--- config.mk ---
export PLATFORM = sky130hd
export DESIGN_NAME = input_action_deadzone_mixer_flat
export DESIGN_NICKNAME = d
export VERILOG_FILES = /design/src/rtl/iadm_pkg.sv /design/src/rtl/iadm_if.sv /design/src/rtl/iadm_ctrl.sv /design/src/rtl/iadm_dpath.sv /design/src/rtl/input_action_deadzone_mixer.sv /design/src/flat_wrapper.sv
export SDC_FILE = /design/constraint.sdc
export NUM_CORES = 2
export LEC_CHECK = 0
export BUFFER_PORTS_ARGS = -buffer_cell sky130_fd_sc_hd__buf_4
export CAP_MARGIN = 20
export CORE_ASPECT_RATIO = 0.9
export CORE_MARGIN = 2
export CORE_UTILIZATION = 60
export DETAILED_ROUTE_END_ITERATION = 6
export PLACE_DENSITY = 0.77
export SYNTH_ARGS = -nofsm -noshare
export SYNTH_HDL_FRONTEND = slang
export SYNTH_SLANG_ARGS = --single-unit
--- constraint.sdc ---
create_clock -name clk -period 31 [get_ports clk]
set_input_delay 6.2 -clock clk [delete_from_list [all_inputs] [get_ports clk]]
set_output_delay 6.2 -clock clk [all_outputs]
set_load 0.02 [all_outputs]
--- src/rtl/iadm_pkg.sv ---
// ----------------------------------------------------------------------------
// iadm_pkg
// Shared constants, operation codes and control types of the deadzone mixer.
// ----------------------------------------------------------------------------
package iadm_pkg;

	// default accumulator width
	localparam int ACCUM_BITS_DEF = 24;

	// deadzone limit, 0.95 in Q0.15
	localparam logic [14:0] DZ_MAX = 15'd31130;

	// one in Q1.15 as an unsigned 17 bit value
	localparam logic [16:0] ONE_Q15 = 17'd32768;

	// steps of the square root and division units
	localparam int ITER_STEPS = 16;
	localparam int ITER_BITS  = $clog2(ITER_STEPS);

	// binding kinds
	localparam logic [1:0] CMD_DIGITAL = 2'd0;
	localparam logic [1:0] CMD_TRIGGER = 2'd1;
	localparam logic [1:0] CMD_STICK   = 2'd2;

	// configuration register indexes
	localparam logic CFG_STICK_DZ   = 1'b0;
	localparam logic CFG_TRIGGER_DZ = 1'b1;

	// datapath operations
	localparam logic [3:0] OP_NONE = 4'd0;
	localparam logic [3:0] OP_LOAD = 4'd1;
	localparam logic [3:0] OP_SQM  = 4'd2;
	localparam logic [3:0] OP_SQP  = 4'd3;
	localparam logic [3:0] OP_DZC  = 4'd4;
	localparam logic [3:0] OP_SQRT = 4'd5;
	localparam logic [3:0] OP_NUM  = 4'd6;
	localparam logic [3:0] OP_DEN  = 4'd7;
	localparam logic [3:0] OP_TRG  = 4'd8;
	localparam logic [3:0] OP_DIV  = 4'd9;
	localparam logic [3:0] OP_VAL  = 4'd10;
	localparam logic [3:0] OP_WGT  = 4'd11;
	localparam logic [3:0] OP_ACC  = 4'd12;

	typedef struct packed {
		logic [3:0] op;
	} dp_cmd_t;

	typedef struct packed {
		logic [1:0] command;
		logic       last;
		logic       zero;
		logic       out_full;
	} dp_status_t;

endpackage

--- src/rtl/iadm_if.sv ---
// ----------------------------------------------------------------------------
// iadm_if
// Binding input channel and frame result channel of the deadzone mixer.
// ----------------------------------------------------------------------------
interface iadm_in_if;
	logic               valid;
	logic               ready;
	logic [1:0]         command;
	logic               held;
	logic signed [15:0] raw_main;
	logic signed [15:0] raw_partner;
	logic               to_y;
	logic signed [15:0] weight;
	logic               last_binding;

	modport source (output valid, command, held, raw_main, raw_partner, to_y, weight,
		last_binding, input ready);
	modport sink (input valid, command, held, raw_main, raw_partner, to_y, weight,
		last_binding, output ready);
endinterface

interface iadm_out_if;
	logic               valid;
	logic               ready;
	logic signed [15:0] axis_x;
	logic signed [15:0] axis_y;
	logic               pressed;

	modport source (output valid, axis_x, axis_y, pressed, input ready);
	modport sink (input valid, axis_x, axis_y, pressed, output ready);
endinterface

--- src/rtl/iadm_ctrl.sv ---
// ----------------------------------------------------------------------------
// iadm_ctrl
// Sequencer that steps the datapath through one binding at a time.
// ----------------------------------------------------------------------------
module iadm_ctrl (
	input  logic                  clk,
	input  logic                  arst_n,
	input  logic                  in_valid,
	input  logic [1:0]            in_command,
	output logic                  in_ready,
	input  iadm_pkg::dp_status_t  status,
	output iadm_pkg::dp_cmd_t     cmd
);
	import iadm_pkg::*;

	localparam logic [3:0] ST_IDLE = 4'd0;
	localparam logic [3:0] ST_SQM  = 4'd1;
	localparam logic [3:0] ST_SQP  = 4'd2;
	localparam logic [3:0] ST_DZC  = 4'd3;
	localparam logic [3:0] ST_SQRT = 4'd4;
	localparam logic [3:0] ST_NUM  = 4'd5;
	localparam logic [3:0] ST_DEN  = 4'd6;
	localparam logic [3:0] ST_TRG  = 4'd7;
	localparam logic [3:0] ST_DIV  = 4'd8;
	localparam logic [3:0] ST_VAL  = 4'd9;
	localparam logic [3:0] ST_WGT  = 4'd10;
	localparam logic [3:0] ST_ACC  = 4'd11;

	localparam logic [ITER_BITS-1:0] CNT_LAST = ITER_BITS'(ITER_STEPS - 1);

	logic [3:0]           state_q, state_d;
	logic [ITER_BITS-1:0] cnt_q, cnt_d;

	assign in_ready = (state_q == ST_IDLE);

	// next state and operation
	always_comb begin
		state_d = state_q;
		cnt_d   = cnt_q;
		cmd.op  = OP_NONE;
		case (state_q)
			ST_IDLE: begin
				if (in_valid) begin
					cmd.op = OP_LOAD;
					case (in_command)
						CMD_STICK:   state_d = ST_SQM;
						CMD_TRIGGER: state_d = ST_TRG;
						default:     state_d = ST_WGT;
					endcase
				end
			end
			ST_SQM: begin
				cmd.op  = OP_SQM;
				state_d = ST_SQP;
			end
			ST_SQP: begin
				cmd.op  = OP_SQP;
				state_d = ST_DZC;
			end
			ST_DZC: begin
				cmd.op  = OP_DZC;
				state_d = ST_SQRT;
			end
			ST_SQRT: begin
				if (status.zero) begin
					state_d = ST_VAL;
				end else begin
					cmd.op = OP_SQRT;
					cnt_d  = cnt_q + 1'b1;
					if (cnt_q == CNT_LAST) state_d = ST_NUM;
				end
			end
			ST_NUM: begin
				cmd.op  = OP_NUM;
				state_d = ST_DEN;
			end
			ST_DEN: begin
				cmd.op  = OP_DEN;
				state_d = ST_DIV;
			end
			ST_TRG: begin
				cmd.op  = OP_TRG;
				state_d = ST_DIV;
			end
			ST_DIV: begin
				if (status.zero) begin
					state_d = ST_VAL;
				end else begin
					cmd.op = OP_DIV;
					cnt_d  = cnt_q + 1'b1;
					if (cnt_q == CNT_LAST) state_d = ST_VAL;
				end
			end
			ST_VAL: begin
				cmd.op  = OP_VAL;
				state_d = ST_WGT;
			end
			ST_WGT: begin
				cmd.op  = OP_WGT;
				state_d = ST_ACC;
			end
			ST_ACC: begin
				// hold a last binding while a result is still waiting to be taken
				if (!(status.last && status.out_full)) begin
					cmd.op  = OP_ACC;
					state_d = ST_IDLE;
				end
			end
			default: state_d = ST_IDLE;
		endcase
	end

	// state register
	always_ff @(posedge clk or negedge arst_n) begin
		if (!arst_n) begin
			state_q <= ST_IDLE;
			cnt_q   <= '0;
		end else begin
			state_q <= state_d;
			cnt_q   <= cnt_d;
		end
	end

endmodule

--- src/rtl/iadm_dpath.sv ---
// ----------------------------------------------------------------------------
// iadm_dpath
// Deadzone arithmetic, shared multiplier, square root and divider steps,
// saturating accumulators and the result register.
// ----------------------------------------------------------------------------
module iadm_dpath #(
	parameter int ACCUM_BITS = iadm_pkg::ACCUM_BITS_DEF
) (
	input  logic                 clk,
	input  logic                 arst_n,
	input  iadm_pkg::dp_cmd_t    cmd,
	output iadm_pkg::dp_status_t status,
	input  logic                 cfg_we,
	input  logic                 cfg_index,
	input  logic [14:0]          cfg_wdata,
	input  logic [1:0]           in_command,
	input  logic                 in_held,
	input  logic signed [15:0]   in_raw_main,
	input  logic signed [15:0]   in_raw_partner,
	input  logic                 in_to_y,
	input  logic signed [15:0]   in_weight,
	input  logic                 in_last,
	output logic                 out_valid,
	input  logic                 out_ready,
	output logic signed [15:0]   axis_x,
	output logic signed [15:0]   axis_y,
	output logic                 pressed
);
	import iadm_pkg::*;

	localparam logic signed [ACCUM_BITS:0] SAT_HI =
		(ACCUM_BITS+1)'({1'b0, {(ACCUM_BITS-1){1'b1}}});
	localparam logic signed [ACCUM_BITS:0] SAT_LO = ~SAT_HI;
	localparam logic signed [ACCUM_BITS-1:0] OUT_HI = ACCUM_BITS'(32767);
	localparam logic signed [ACCUM_BITS-1:0] OUT_LO = ACCUM_BITS'(-32768);

	// configuration
	logic [14:0] stick_dz_q, trig_dz_q;
	logic [14:0] wdata_lim;

	// latched binding
	logic [1:0]         command_q;
	logic               held_q, to_y_q, last_q;
	logic signed [15:0] main_q, partner_q, weight_q;

	// working registers
	logic [31:0]              m2_q, sq_n_q, sq_res_q, sq_bit_q;
	logic [31:0]              rem_q;
	logic [15:0]              low_q, quo_q;
	logic                     zero_q;
	logic signed [15:0]       value_q;
	logic signed [19:0]       contrib_q;
	logic signed [ACCUM_BITS-1:0] sum_x_q, sum_y_q;
	logic                     out_valid_q;
	logic signed [15:0]       axis_x_q, axis_y_q;
	logic                     pressed_q;

	// shared multiplier
	logic signed [17:0] mul_a, mul_b;
	logic signed [35:0] prod;

	logic [16:0] abs_main, mag_minus_dz, one_minus_sdz;
	logic [15:0] mag;
	logic [15:0] trig_diff;
	logic        trig_zero;
	logic [31:0] sq_try;
	logic [32:0] div_try;
	logic signed [35:0] prod_adj;
	logic signed [ACCUM_BITS:0] acc_sum;
	logic signed [ACCUM_BITS-1:0] acc_sat;
	logic signed [ACCUM_BITS-1:0] nx_x, nx_y;

	assign wdata_lim    = (cfg_wdata > DZ_MAX) ? DZ_MAX : cfg_wdata;
	assign abs_main     = main_q[15] ? 17'(-$signed({main_q[15], main_q})) : 17'(main_q);
	assign mag          = sq_res_q[15:0];
	assign mag_minus_dz = 17'(mag) - 17'(stick_dz_q);
	assign one_minus_sdz = ONE_Q15 - 17'(stick_dz_q);
	assign trig_zero    = (main_q <= $signed({1'b0, trig_dz_q}));
	assign trig_diff    = 16'(main_q) - 16'(trig_dz_q);
	assign sq_try       = sq_res_q + sq_bit_q;
	assign div_try      = {rem_q, low_q[15]};

	// multiplier operand select
	always_comb begin
		case (cmd.op)
			OP_SQM:  begin mul_a = 18'(main_q);        mul_b = 18'(main_q); end
			OP_SQP:  begin mul_a = 18'(partner_q);     mul_b = 18'(partner_q); end
			OP_DZC:  begin mul_a = 18'(stick_dz_q);    mul_b = 18'(stick_dz_q); end
			OP_NUM:  begin mul_a = 18'(abs_main);      mul_b = 18'(mag_minus_dz); end
			OP_DEN:  begin mul_a = 18'(mag);           mul_b = 18'(one_minus_sdz); end
			OP_WGT:  begin mul_a = 18'(value_q);       mul_b = 18'(weight_q); end
			default: begin mul_a = '0;                 mul_b = '0; end
		endcase
	end
	assign prod     = mul_a * mul_b;
	// truncate toward zero on the Q4.12 rescale
	assign prod_adj = prod[35] ? prod + 36'sd4095 : prod;

	// saturating accumulate into the selected component
	assign acc_sum = (to_y_q ? {sum_y_q[ACCUM_BITS-1], sum_y_q}
		: {sum_x_q[ACCUM_BITS-1], sum_x_q}) + (ACCUM_BITS+1)'(contrib_q);
	always_comb begin
		if (acc_sum > SAT_HI)      acc_sat = SAT_HI[ACCUM_BITS-1:0];
		else if (acc_sum < SAT_LO) acc_sat = SAT_LO[ACCUM_BITS-1:0];
		else                       acc_sat = acc_sum[ACCUM_BITS-1:0];
		nx_x = to_y_q ? sum_x_q : acc_sat;
		nx_y = to_y_q ? acc_sat : sum_y_q;
	end

	// configuration registers
	always_ff @(posedge clk or negedge arst_n) begin
		if (!arst_n) begin
			stick_dz_q <= '0;
			trig_dz_q  <= '0;
		end else if (cfg_we) begin
			case (cfg_index)
				CFG_STICK_DZ:   stick_dz_q <= wdata_lim;
				CFG_TRIGGER_DZ: trig_dz_q  <= wdata_lim;
				default: ;
			endcase
		end
	end

	// arithmetic working registers
	always_ff @(posedge clk) begin
		case (cmd.op)
			OP_LOAD: begin
				command_q <= in_command;
				held_q    <= in_held;
				main_q    <= in_raw_main;
				partner_q <= in_raw_partner;
				to_y_q    <= in_to_y;
				weight_q  <= in_weight;
				last_q    <= in_last;
				zero_q    <= 1'b0;
			end
			OP_SQM: m2_q <= 32'(prod);
			OP_SQP: m2_q <= m2_q + 32'(prod);
			OP_DZC: begin
				zero_q   <= (m2_q <= 32'(prod));
				sq_n_q   <= m2_q;
				sq_res_q <= '0;
				sq_bit_q <= 32'h4000_0000;
			end
			OP_SQRT: begin
				if (sq_n_q >= sq_try) begin
					sq_n_q   <= sq_n_q - sq_try;
					sq_res_q <= (sq_res_q >> 1) + sq_bit_q;
				end else begin
					sq_res_q <= sq_res_q >> 1;
				end
				sq_bit_q <= sq_bit_q >> 2;
			end
			OP_NUM: begin
				// numerator is the product shifted up by 15
				rem_q <= {1'b0, prod[31:1]};
				low_q <= {prod[0], 15'd0};
			end
			OP_DEN: m2_q <= 32'(prod);
			OP_TRG: begin
				zero_q <= trig_zero;
				rem_q  <= {17'd0, trig_diff[15:1]};
				low_q  <= {trig_diff[0], 15'd0};
				m2_q   <= 32'(ONE_Q15 - 17'(trig_dz_q));
			end
			OP_DIV: begin
				if (div_try >= {1'b0, m2_q}) begin
					rem_q <= 32'(div_try - {1'b0, m2_q});
					quo_q <= {quo_q[14:0], 1'b1};
				end else begin
					rem_q <= div_try[31:0];
					quo_q <= {quo_q[14:0], 1'b0};
				end
				low_q <= {low_q[14:0], 1'b0};
			end
			OP_VAL: begin
				if (zero_q)                         value_q <= '0;
				else if (!main_q[15] && quo_q[15])  value_q <= 16'sh7fff;
				else if (main_q[15] && quo_q > 16'h8000) value_q <= 16'sh8000;
				else if (main_q[15])                value_q <= 16'(-$signed({1'b0, quo_q}));
				else                                value_q <= $signed(quo_q);
			end
			OP_WGT: begin
				case (command_q)
					CMD_DIGITAL: contrib_q <= held_q ? 20'(weight_q) <<< 3 : '0;
					CMD_TRIGGER, CMD_STICK: contrib_q <= 20'(prod_adj >>> 12);
					default: contrib_q <= '0;
				endcase
			end
			default: ;
		endcase
	end

	// accumulators and result register
	always_ff @(posedge clk or negedge arst_n) begin
		if (!arst_n) begin
			sum_x_q     <= '0;
			sum_y_q     <= '0;
			out_valid_q <= 1'b0;
		end else begin
			if (cmd.op == OP_ACC) begin
				if (last_q) begin
					sum_x_q <= '0;
					sum_y_q <= '0;
				end else begin
					sum_x_q <= nx_x;
					sum_y_q <= nx_y;
				end
			end
			if (cmd.op == OP_ACC && last_q) out_valid_q <= 1'b1;
			else if (out_ready)             out_valid_q <= 1'b0;
		end
	end

	// result payload
	always_ff @(posedge clk) begin
		if (cmd.op == OP_ACC && last_q) begin
			axis_x_q  <= (nx_x > OUT_HI) ? 16'sh7fff : (nx_x < OUT_LO) ? 16'sh8000 : nx_x[15:0];
			axis_y_q  <= (nx_y > OUT_HI) ? 16'sh7fff : (nx_y < OUT_LO) ? 16'sh8000 : nx_y[15:0];
			pressed_q <= (nx_x > 0) || (nx_y > 0);
		end
	end

	assign out_valid = out_valid_q;
	assign axis_x    = axis_x_q;
	assign axis_y    = axis_y_q;
	assign pressed   = pressed_q;

	assign status.command  = command_q;
	assign status.last     = last_q;
	assign status.zero     = zero_q;
	assign status.out_full = out_valid_q && !out_ready;

	// a closing binding always leaves a result and clear accumulators
	a_emit: assert property (@(posedge clk) disable iff (!arst_n)
		(cmd.op == OP_ACC && last_q) |=> out_valid_q)
		else $error("result not raised on last binding");
	a_clear: assert property (@(posedge clk) disable iff (!arst_n)
		(cmd.op == OP_ACC && last_q) |=> (sum_x_q == 0 && sum_y_q == 0))
		else $error("accumulators not cleared after result");
	a_zero: assert property (@(posedge clk) disable iff (!arst_n)
		(cmd.op == OP_VAL && zero_q) |=> (value_q == 0))
		else $error("reading inside deadzone gave nonzero value");
	a_nooverwrite: assert property (@(posedge clk) disable iff (!arst_n)
		(cmd.op == OP_ACC && last_q) |-> !(out_valid_q && !out_ready))
		else $error("pending result overwritten");

endmodule

--- src/rtl/input_action_deadzone_mixer.sv ---
// ----------------------------------------------------------------------------
// input_action_deadzone_mixer
// Mixes per-frame action bindings into clamped X, Y and a pressed flag.
// ----------------------------------------------------------------------------
// after accept, a digital or unknown binding is weighted and accumulated; a trigger
// first runs the 16 step divider, a stick the 16 step square root and the divider
// (skipped when the reading is in the deadzone); a result turns valid at the
// accumulate edge of the last binding of a frame; one binding at a time, the next
// accepted in the cycle after accumulate; a waiting result holds a last binding's accumulate
// reset: asynchronous, clears deadzones, accumulators and the result valid
module input_action_deadzone_mixer #(
	parameter int ACCUM_BITS = iadm_pkg::ACCUM_BITS_DEF
) (
	input  logic        clk,
	input  logic        arst_n,
	input  logic        cfg_we,
	input  logic        cfg_index,
	input  logic [14:0] cfg_wdata,
	iadm_in_if.sink     in_ch,
	iadm_out_if.source  out_ch
);
	import iadm_pkg::*;

	dp_cmd_t    cmd;
	dp_status_t status;

	// sequencer
	iadm_ctrl u_ctrl (
		.clk        (clk),
		.arst_n     (arst_n),
		.in_valid   (in_ch.valid),
		.in_command (in_ch.command),
		.in_ready   (in_ch.ready),
		.status     (status),
		.cmd        (cmd)
	);

	// arithmetic
	iadm_dpath #(.ACCUM_BITS(ACCUM_BITS)) u_dpath (
		.clk            (clk),
		.arst_n         (arst_n),
		.cmd            (cmd),
		.status         (status),
		.cfg_we         (cfg_we),
		.cfg_index      (cfg_index),
		.cfg_wdata      (cfg_wdata),
		.in_command     (in_ch.command),
		.in_held        (in_ch.held),
		.in_raw_main    (in_ch.raw_main),
		.in_raw_partner (in_ch.raw_partner),
		.in_to_y        (in_ch.to_y),
		.in_weight      (in_ch.weight),
		.in_last        (in_ch.last_binding),
		.out_valid      (out_ch.valid),
		.out_ready      (out_ch.ready),
		.axis_x         (out_ch.axis_x),
		.axis_y         (out_ch.axis_y),
		.pressed        (out_ch.pressed)
	);

endmodule
--- src/flat_wrapper.sv ---
// flat-port wrapper written by rule: the top's interface ports become plain ports
module input_action_deadzone_mixer_flat import iadm_pkg::*;
#(
	parameter int ACCUM_BITS = iadm_pkg::ACCUM_BITS_DEF
)
  (clk, arst_n, cfg_we, cfg_index, cfg_wdata, in_ch_valid, in_ch_command, in_ch_held, in_ch_raw_main, in_ch_raw_partner, in_ch_to_y, in_ch_weight, in_ch_last_binding, in_ch_ready, out_ch_valid, out_ch_axis_x, out_ch_axis_y, out_ch_pressed, out_ch_ready);
  iadm_in_if in_ch_i ();
  iadm_out_if out_ch_i ();
  input  logic clk;
  input  logic arst_n;
  input  logic cfg_we;
  input  logic cfg_index;
  input  logic [14:0] cfg_wdata;
  input wire logic [$bits(in_ch_i.valid)-1:0] in_ch_valid;
  input wire logic [$bits(in_ch_i.command)-1:0] in_ch_command;
  input wire logic [$bits(in_ch_i.held)-1:0] in_ch_held;
  input wire logic [$bits(in_ch_i.raw_main)-1:0] in_ch_raw_main;
  input wire logic [$bits(in_ch_i.raw_partner)-1:0] in_ch_raw_partner;
  input wire logic [$bits(in_ch_i.to_y)-1:0] in_ch_to_y;
  input wire logic [$bits(in_ch_i.weight)-1:0] in_ch_weight;
  input wire logic [$bits(in_ch_i.last_binding)-1:0] in_ch_last_binding;
  output wire logic [$bits(in_ch_i.ready)-1:0] in_ch_ready;
  output wire logic [$bits(out_ch_i.valid)-1:0] out_ch_valid;
  output wire logic [$bits(out_ch_i.axis_x)-1:0] out_ch_axis_x;
  output wire logic [$bits(out_ch_i.axis_y)-1:0] out_ch_axis_y;
  output wire logic [$bits(out_ch_i.pressed)-1:0] out_ch_pressed;
  input wire logic [$bits(out_ch_i.ready)-1:0] out_ch_ready;
  assign in_ch_i.valid = in_ch_valid;
  assign in_ch_i.command = in_ch_command;
  assign in_ch_i.held = in_ch_held;
  assign in_ch_i.raw_main = in_ch_raw_main;
  assign in_ch_i.raw_partner = in_ch_raw_partner;
  assign in_ch_i.to_y = in_ch_to_y;
  assign in_ch_i.weight = in_ch_weight;
  assign in_ch_i.last_binding = in_ch_last_binding;
  assign in_ch_ready = in_ch_i.ready;
  assign out_ch_valid = out_ch_i.valid;
  assign out_ch_axis_x = out_ch_i.axis_x;
  assign out_ch_axis_y = out_ch_i.axis_y;
  assign out_ch_pressed = out_ch_i.pressed;
  assign out_ch_i.ready = out_ch_ready;
  input_action_deadzone_mixer #(.ACCUM_BITS(ACCUM_BITS)) u_core (.clk(clk), .arst_n(arst_n), .cfg_we(cfg_we), .cfg_index(cfg_index), .cfg_wdata(cfg_wdata), .in_ch(in_ch_i), .out_ch(out_ch_i));
endmodule
# Yosys cells after proc, flatten, opt, wreduce, memory -nomap -nowiden
# Cells that the tools add are included.
dict set report word_totals {
  elab_cells 162
  regBits 402
  in_bits 74
  output_inout_bits 35
}
dict set report classes {
  muxes 45
  eq_ne 33
  add_sub_neg 14
  n_reduce_logical 25
  mul 1
  bitwise 2
  magnitude_cmp 14
}
# cell n
set op_table {}
lappend op_table {{18-bit one-hot mux with 6 select lines} 2}
lappend op_table {{32-bit one-hot mux with 2 select lines} 3}
lappend op_table {{32-bit one-hot mux with 3 select lines} 2}
lappend op_table {{24-bit 2-to-1 mux} 6}
lappend op_table {{32-bit 2-to-1 mux} 4}
lappend op_table {{32-bit adder} 2}
lappend op_table {{16-bit 2-to-1 mux} 4}
lappend op_table {{32-bit subtractor} 2}
lappend op_table {{24-bit by 1-bit greater-than comparator with 1-bit output (second input constant)} 2}
lappend op_table {{24-bit by 16-bit greater-than comparator with 1-bit output (second input constant)} 2}
lappend op_table {{24-bit by 16-bit < comparator with 1-bit output (second input constant)} 2}
lappend op_table {{16-bit one-hot mux with 3 select lines} 1}
lappend op_table {{4-bit one-hot mux with 12 select lines} 1}
lappend op_table {{4-bit one-hot mux with 11 select lines} 1}
lappend op_table {{4-bit == test (second input constant)} 10}
lappend op_table {{20-bit one-hot mux with 2 select lines} 1}
lappend op_table {{18-bit by 18-bit multiplier with 36-bit output} 1}
lappend op_table {{16-bit by 15-bit subtractor with 17-bit output (first input constant)} 2}
lappend op_table {{33-bit by 32-bit >= comparator with 1-bit output} 1}
lappend op_table {{31-bit by 32-bit adder with 32-bit output} 1}
lappend op_table {{32-bit by 13-bit adder with 32-bit output (second input constant)} 1}
lappend op_table {{4-bit by 3-bit == test with 1-bit output (second input constant)} 8}
lappend op_table {{32-bit >= comparator} 1}
lappend op_table {{32-bit less-or-equal comparator} 1}
lappend op_table {{other kinds (37)} 73}

# Logic depth before layout (Yosys ltp)
dict set report depth {
  word_depth 11
  ltp_mapped 48
  mapped_depth_nobuf 46
}

# By module
# A second synthesis with hierarchy kept.
dict set report unflattened {
  hier_cells 4482
  hier_area_um2 40532.6
}
# module area_each_um2 cells_each n_inst seq_area_each_um2
set modules_own_cells {}
lappend modules_own_cells {iadm_dpath 39885.8 4405 1 10505.1}
lappend modules_own_cells {iadm_ctrl 646.9 77 1 200.2}

# Worst setup path before layout
# No wires, ideal clock.
dict set report synth_timing {
  kind {input to register}
  startpoint {input in_ch_valid}
  endpoint {register u_core.u_dpath.m2_q[31], data pin}
  arrival_time_ps 15817
  setup_ps 154
  slack_ps 15029
  required_ps 30846
  n_path_buf 3
  cell_stages 39
  path_cell_list {a21oi_1 a21oi_1 buf_2 mux2i_1 o22ai_1 a2111oi_0 clkbuf_1 nor2_1 fa_1 inv_1 fa_1 fa_1 fa_1 inv_1 fa_1 inv_1 fa_1 inv_1 (+3 left out) or3_1 a31o_2 a21oi_1 xnor2_1 ha_1 clkbuf_1 a21o_1 a21o_1 a21oi_1 nor3b_1 o21ai_0 o2111ai_1 nand4_1 a31o_2 a21oi_1 xnor2_1 mux2_2 o22ai_1}
}
dict set report synth_between {
  elab_chain_len 7
  word_cells_on_any_way 15
  classes_between {add/sub (1); mul (1); eq/ne (7); mux (5); reduce/logical (1)}
}
# item line
set synth_lines {}
lappend synth_lines {{start, declared} flat_wrapper.sv:14} ;# input wire logic [$bits(in_ch_i.valid)-1:0] in_ch_valid;
lappend synth_lines {{1-bit 2-to-1 mux (*)} iadm_ctrl.sv:43} ;# if (in_valid) begin
lappend synth_lines {{4-bit one-hot mux with 12 select lines (*)} iadm_ctrl.sv:41} ;# case (state_q)
lappend synth_lines {{4-bit == test, or another cell as far along} iadm_dpath.sv:85} ;# case (cmd.op)
lappend synth_lines {{18-bit one-hot mux with 6 select lines} iadm_dpath.sv:85}
lappend synth_lines {{18-bit by 18-bit multiplier with 36-bit output} iadm_dpath.sv:95} ;# assign prod = mul_a * mul_b;
lappend synth_lines {{32-bit adder} iadm_dpath.sv:138} ;# OP_SQP: m2_q <= m2_q + 32'(prod);
lappend synth_lines {{32-bit one-hot mux with 3 select lines (*)} iadm_dpath.sv:126} ;# case (cmd.op)
lappend synth_lines {{end signal, assigned} iadm_dpath.sv:137} ;# OP_SQM: m2_q <= 32'(prod);
lappend synth_lines {{end signal, assigned} iadm_dpath.sv:138}
lappend synth_lines {{end signal, assigned} iadm_dpath.sv:159} ;# OP_DEN: m2_q <= 32'(prod);
lappend synth_lines {{end, declared} iadm_dpath.sv:47} ;# logic [31:0] m2_q, sq_n_q, sq_res_q, sq_bit_q;
# Every way passes the cells marked *; elsewhere a longest branch is shown, timed or not.
# A chain may end at the register's enable or synchronous reset.

# Final worst setup path
dict set report layout_timing {
  startpoint {input in_ch_valid}
  endpoint {register u_core.u_dpath.zero_q, data pin}
}
dict set report layout_between {
  elab_chain_len 7
  word_cells_on_any_way 15
  classes_between {mul (1); order compare (1); eq/ne (8); mux (5)}
}
# item line
set layout_lines {}
lappend layout_lines {{1-bit 2-to-1 mux (*)} iadm_ctrl.sv:43}
lappend layout_lines {{4-bit one-hot mux with 12 select lines (*)} iadm_ctrl.sv:41}
lappend layout_lines {{4-bit == test, or another cell as far along} iadm_dpath.sv:85}
lappend layout_lines {{18-bit one-hot mux with 6 select lines} iadm_dpath.sv:85}
lappend layout_lines {{18-bit by 18-bit multiplier with 36-bit output} iadm_dpath.sv:95}
lappend layout_lines {{32-bit less-or-equal comparator} iadm_dpath.sv:140} ;# zero_q <= (m2_q <= 32'(prod));
lappend layout_lines {{1-bit one-hot mux with 3 select lines (*)} iadm_dpath.sv:126}
lappend layout_lines {{end signal, assigned} iadm_dpath.sv:140}
lappend layout_lines {{end signal, assigned} iadm_dpath.sv:161} ;# zero_q <= trig_zero;
lappend layout_lines {{end, declared} iadm_dpath.sv:50} ;# logic zero_q;
# Marked as above.

==> run_results.csv <==
group,metric,value,unit
routing,avgRoutedWirePerCell,22.3,microns
placement,io_buffer_count,108,
global_routing,antenna_found_initial,1,
routing,met1Wirelength,49900,microns
floorplan,start_util,60.4,%
placement,pre_cts_slack,14.32,ns
sta,max_slew_margin,26.2,%
sta,period_share,52.7,%
final_layout,drive_above_1_share,7.80,%
setup_path,r2r-start,"u_core.u_dpath.stick_dz_q[1]",
logic_synthesis,synth_mux_area_share,2.24,%
logic_synthesis,syn-cell-area,0.0403,sq mm
setup_path,worst_ep_arrival_time,16.74,ns
logic_synthesis,synth_xor_area_share,5.68,%
setup_path,cp.required,31.42,ns
global_routing,grt-ovfl-total,0,
sta,fin_skew,0.0302,ns
logic_synthesis,synth-main-ff-cell,"edfxtp_1",
logic_synthesis,synth_fa_ha_area_share,26.4,%
min_path,hold_path.class,"register to register",
routing,wl,121000,microns
global_routing,grtUsageTotal,34.8,%
floorplan,core_area,0.0667,sq mm
final_layout,antenna_cells,0,
global_routing,grt_pass1_vias,32694,
floorplan,std_cell_rows,90,
logic_synthesis,avgSynthCellArea,9.00,sq um
routing,drcViolationCount,0,
global_routing,grt_pass1_wl,187000,microns
setup_path,startpoint,"in_ch_valid",
clock_network,clockBufferDepth,3,
routing,highest_layer,"met4",
sta,worst_slew_pin_slew,1.10,ns
global_routing,grt_max_degree,90,
final_layout,stdcell_count,5413,
logic_synthesis,synth_nets,5193,
placement,place.detailed.hpwl,95000,microns
setup_path,startpoint_type,"primary input",
sta,setup_ws,14.67,ns
final_layout,fin_nets,5226,
sta,slew_violations,0,
clock_network,cts_resized,0,
floorplan,ios,109,
logic_synthesis,synthSimpleGateAreaFrac,15.1,%
logic_synthesis,synth_edf_count,284,
logic_synthesis,synth_top_area_share,21.2,%
logic_synthesis,synth_common_cells,"inv_1 (589), nand2_1 (453), nor2_1 (377), fa_1 (336), ha_1 (310)",
setup_path,cpMostUsedCell,"fa_1",
routing,via_count,33977,
flow_run,drv_cap,0,
logic_synthesis,yosysSeqAreaShare,26.6,%
floorplan,dieArea,0.0692,sq mm
routing,postRouteAntennaNets,0,
setup_path,worst-setup-path-type,"primary input to register",
clock_network,root_buffer,"clkbuf_16",
sta,finalCriticalPeriod,16.33,ns
sta,rsz0062_at_grt,"false",
floorplan,die_h,250,microns
setup_path,cp-end-kind,"register",
placement,gp_congestion,0.982,
routing,drtIter0Drc,3337,
run_status,status,"finished clean",
logic_synthesis,async_flop_share,23.5,%
logic_synthesis,yosysTopAreaCell,"edfxtp_1",
setup_path,critPathSlowestCell,"o31a_1",
routing,met2_length,51300,microns
logic_synthesis,synth_cell_types,96,
logic_synthesis,yosys_warnings,0,
min_path,worstHoldStart,"u_core.u_ctrl.cnt_q[3]",
clock_network,postCtsHoldBufs,0,
logic_synthesis,synth_top_family_by_area,"adder cells",
logic_synthesis,synth_compound_area_share,16.8,%
routing,dr_wl_met3,14600,microns
logic_synthesis,yosys_register_bits,371,
routing,viasPerCell,6.28,
placement,dp_cells,5334,
clock_network,post_cts_buffers,0,
sta,max_freq,61.2,MHz
clock_network,clkTransAtPathRegs,0.06,ns
logic_synthesis,yosysMostFrequentCell,"inv_1",
clock_network,clock-sinks,371,
final_layout,area_delta_synth_final,8.14,%
sta,hold_viol_final,0,
routing,dr.pass1.iters,6,
sta,finalSetupViolations,0,
setup_path,crit_fanout,19,
logic_synthesis,synth_area_leaders,"edfxtp_1 (21%), fa_1 (17%), ha_1 (9.6%)",
clock_network,htreeDepth,2,
clock_network,numCtsBuffers,42,
floorplan,die_w,277,microns
sta,finalSetupTns,0,ns
setup_path,slowest_delay,0.74,ns
logic_synthesis,syn_inst,4473,
clock_network,cts_tree,"yes",
clock_network,clock_latency,0.59,ns
critical path: cells and delay by family:
kind	cells	cell delay, ns
simple gates	10	2.44
compound gates	10	2.22
mux	1	0.25
buf+inv	6	0.67
xor+xnor	1	0.68
fa+ha+maj	9	4.26
area by class of cell:
class,count,area (sq um)
clock buffers,52,1200
well taps,874,1090
fillers,5488,23100
repair buffers,155,1190
inverters,590,2210
flip-flops and latches,371,10700
clock inverters,25,353
multi-input cells,3346,26800
layer usage:
layer,track usage (%),vias up
met5,0,-
met4,12.5,0
met1,49.3,16443
met3,9.45,259
met2,51.6,1798
li1,-,15477
worst paths after layout:
path	end	slack (ns)	depth (start not counted)
setup / recovery	u_core.u_dpath.zero_q	14.67	37
hold / removal	u_core.u_ctrl.cnt_q[3]	0.47	1
setup reg to reg	u_core.u_dpath.zero_q	18.80	41
hold reg to reg	u_core.u_ctrl.cnt_q[3]	0.47	1
max in group asynchronous	u_core.u_dpath.sum_x_q[8]	24.29	2
min in group asynchronous	u_core.u_ctrl.cnt_q[0]	5.60	1
flip-flops by register name, indices dropped and copies added, names as in the netlist, 16 cells and up:
name / cells
u_core.u_dpath.axis_y: 16
u_core.u_dpath.contrib_q: 20
u_core.u_dpath.quo_q: 16
u_core.u_dpath.sq_bit_q: 16
u_core.u_dpath.sq_n_q: 32
u_core.u_dpath.partner_q: 16
u_core.u_dpath.value_q: 16
u_core.u_dpath.axis_x: 16
u_core.u_dpath.sq_res_q: 32
u_core.u_dpath.sum_x_q: 24
u_core.u_dpath.main_q: 16
u_core.u_dpath.weight_q: 16
u_core.u_dpath.sum_y_q: 24
u_core.u_dpath.m2_q: 32
u_core.u_dpath.rem_q: 32
metrics by stage:
step                      area, sq um  hold WS, ns  util (%)
after floorplan                 40300        0.439         -
after detailed placement        42000        0.465      62.9
final                           43500        0.472      65.3
after CTS                       43500        0.478      65.3
after global placement          41900        0.455      62.9
after global routing            43500        0.489      65.3
cells in the final DEF (no fill, tap or decap), types with 16 or more instances in the layout:
master,n
a22oi_1,33
nor2b_1,46
o31ai_1,21
nor2_1,374
ha_1,310
nand2b_1,50
or3_1,25
nor3_1,82
a31o_2,24
nor4_1,24
o21ai_0,262
xor2_1,109
a21oi_1,228
edfxtp_1,284
mux2_2,41
inv_1,589
nand3_1,52
dfrtp_1,87
xnor2_1,152
nand2_1,450
clkbuf_16,46
a21o_1,77
or2_2,23
and2_1,51
fa_1,336
a31oi_1,30
a211oi_1,39
and3_1,33
nand4_1,40
buf_4,153
mux2i_1,44
a22o_1,16
o221ai_1,22
o21a_1,43
o22ai_1,42
o21bai_1,24
kinds of logic (layout without fill, tap and decap cells):
group | after synthesis | after routing
simple gates | 1310 | 1310
fa+ha+maj | 649 | 649
buf+inv | 756 | 822
compound gates | 1041 | 1041
mux | 85 | 85
xor+xnor | 261 | 261
flops | 371 | 371
Power is left out: the tool's default activity adds up to more than one toggle a clock period on the data nets, which glitch-free logic cannot reach.
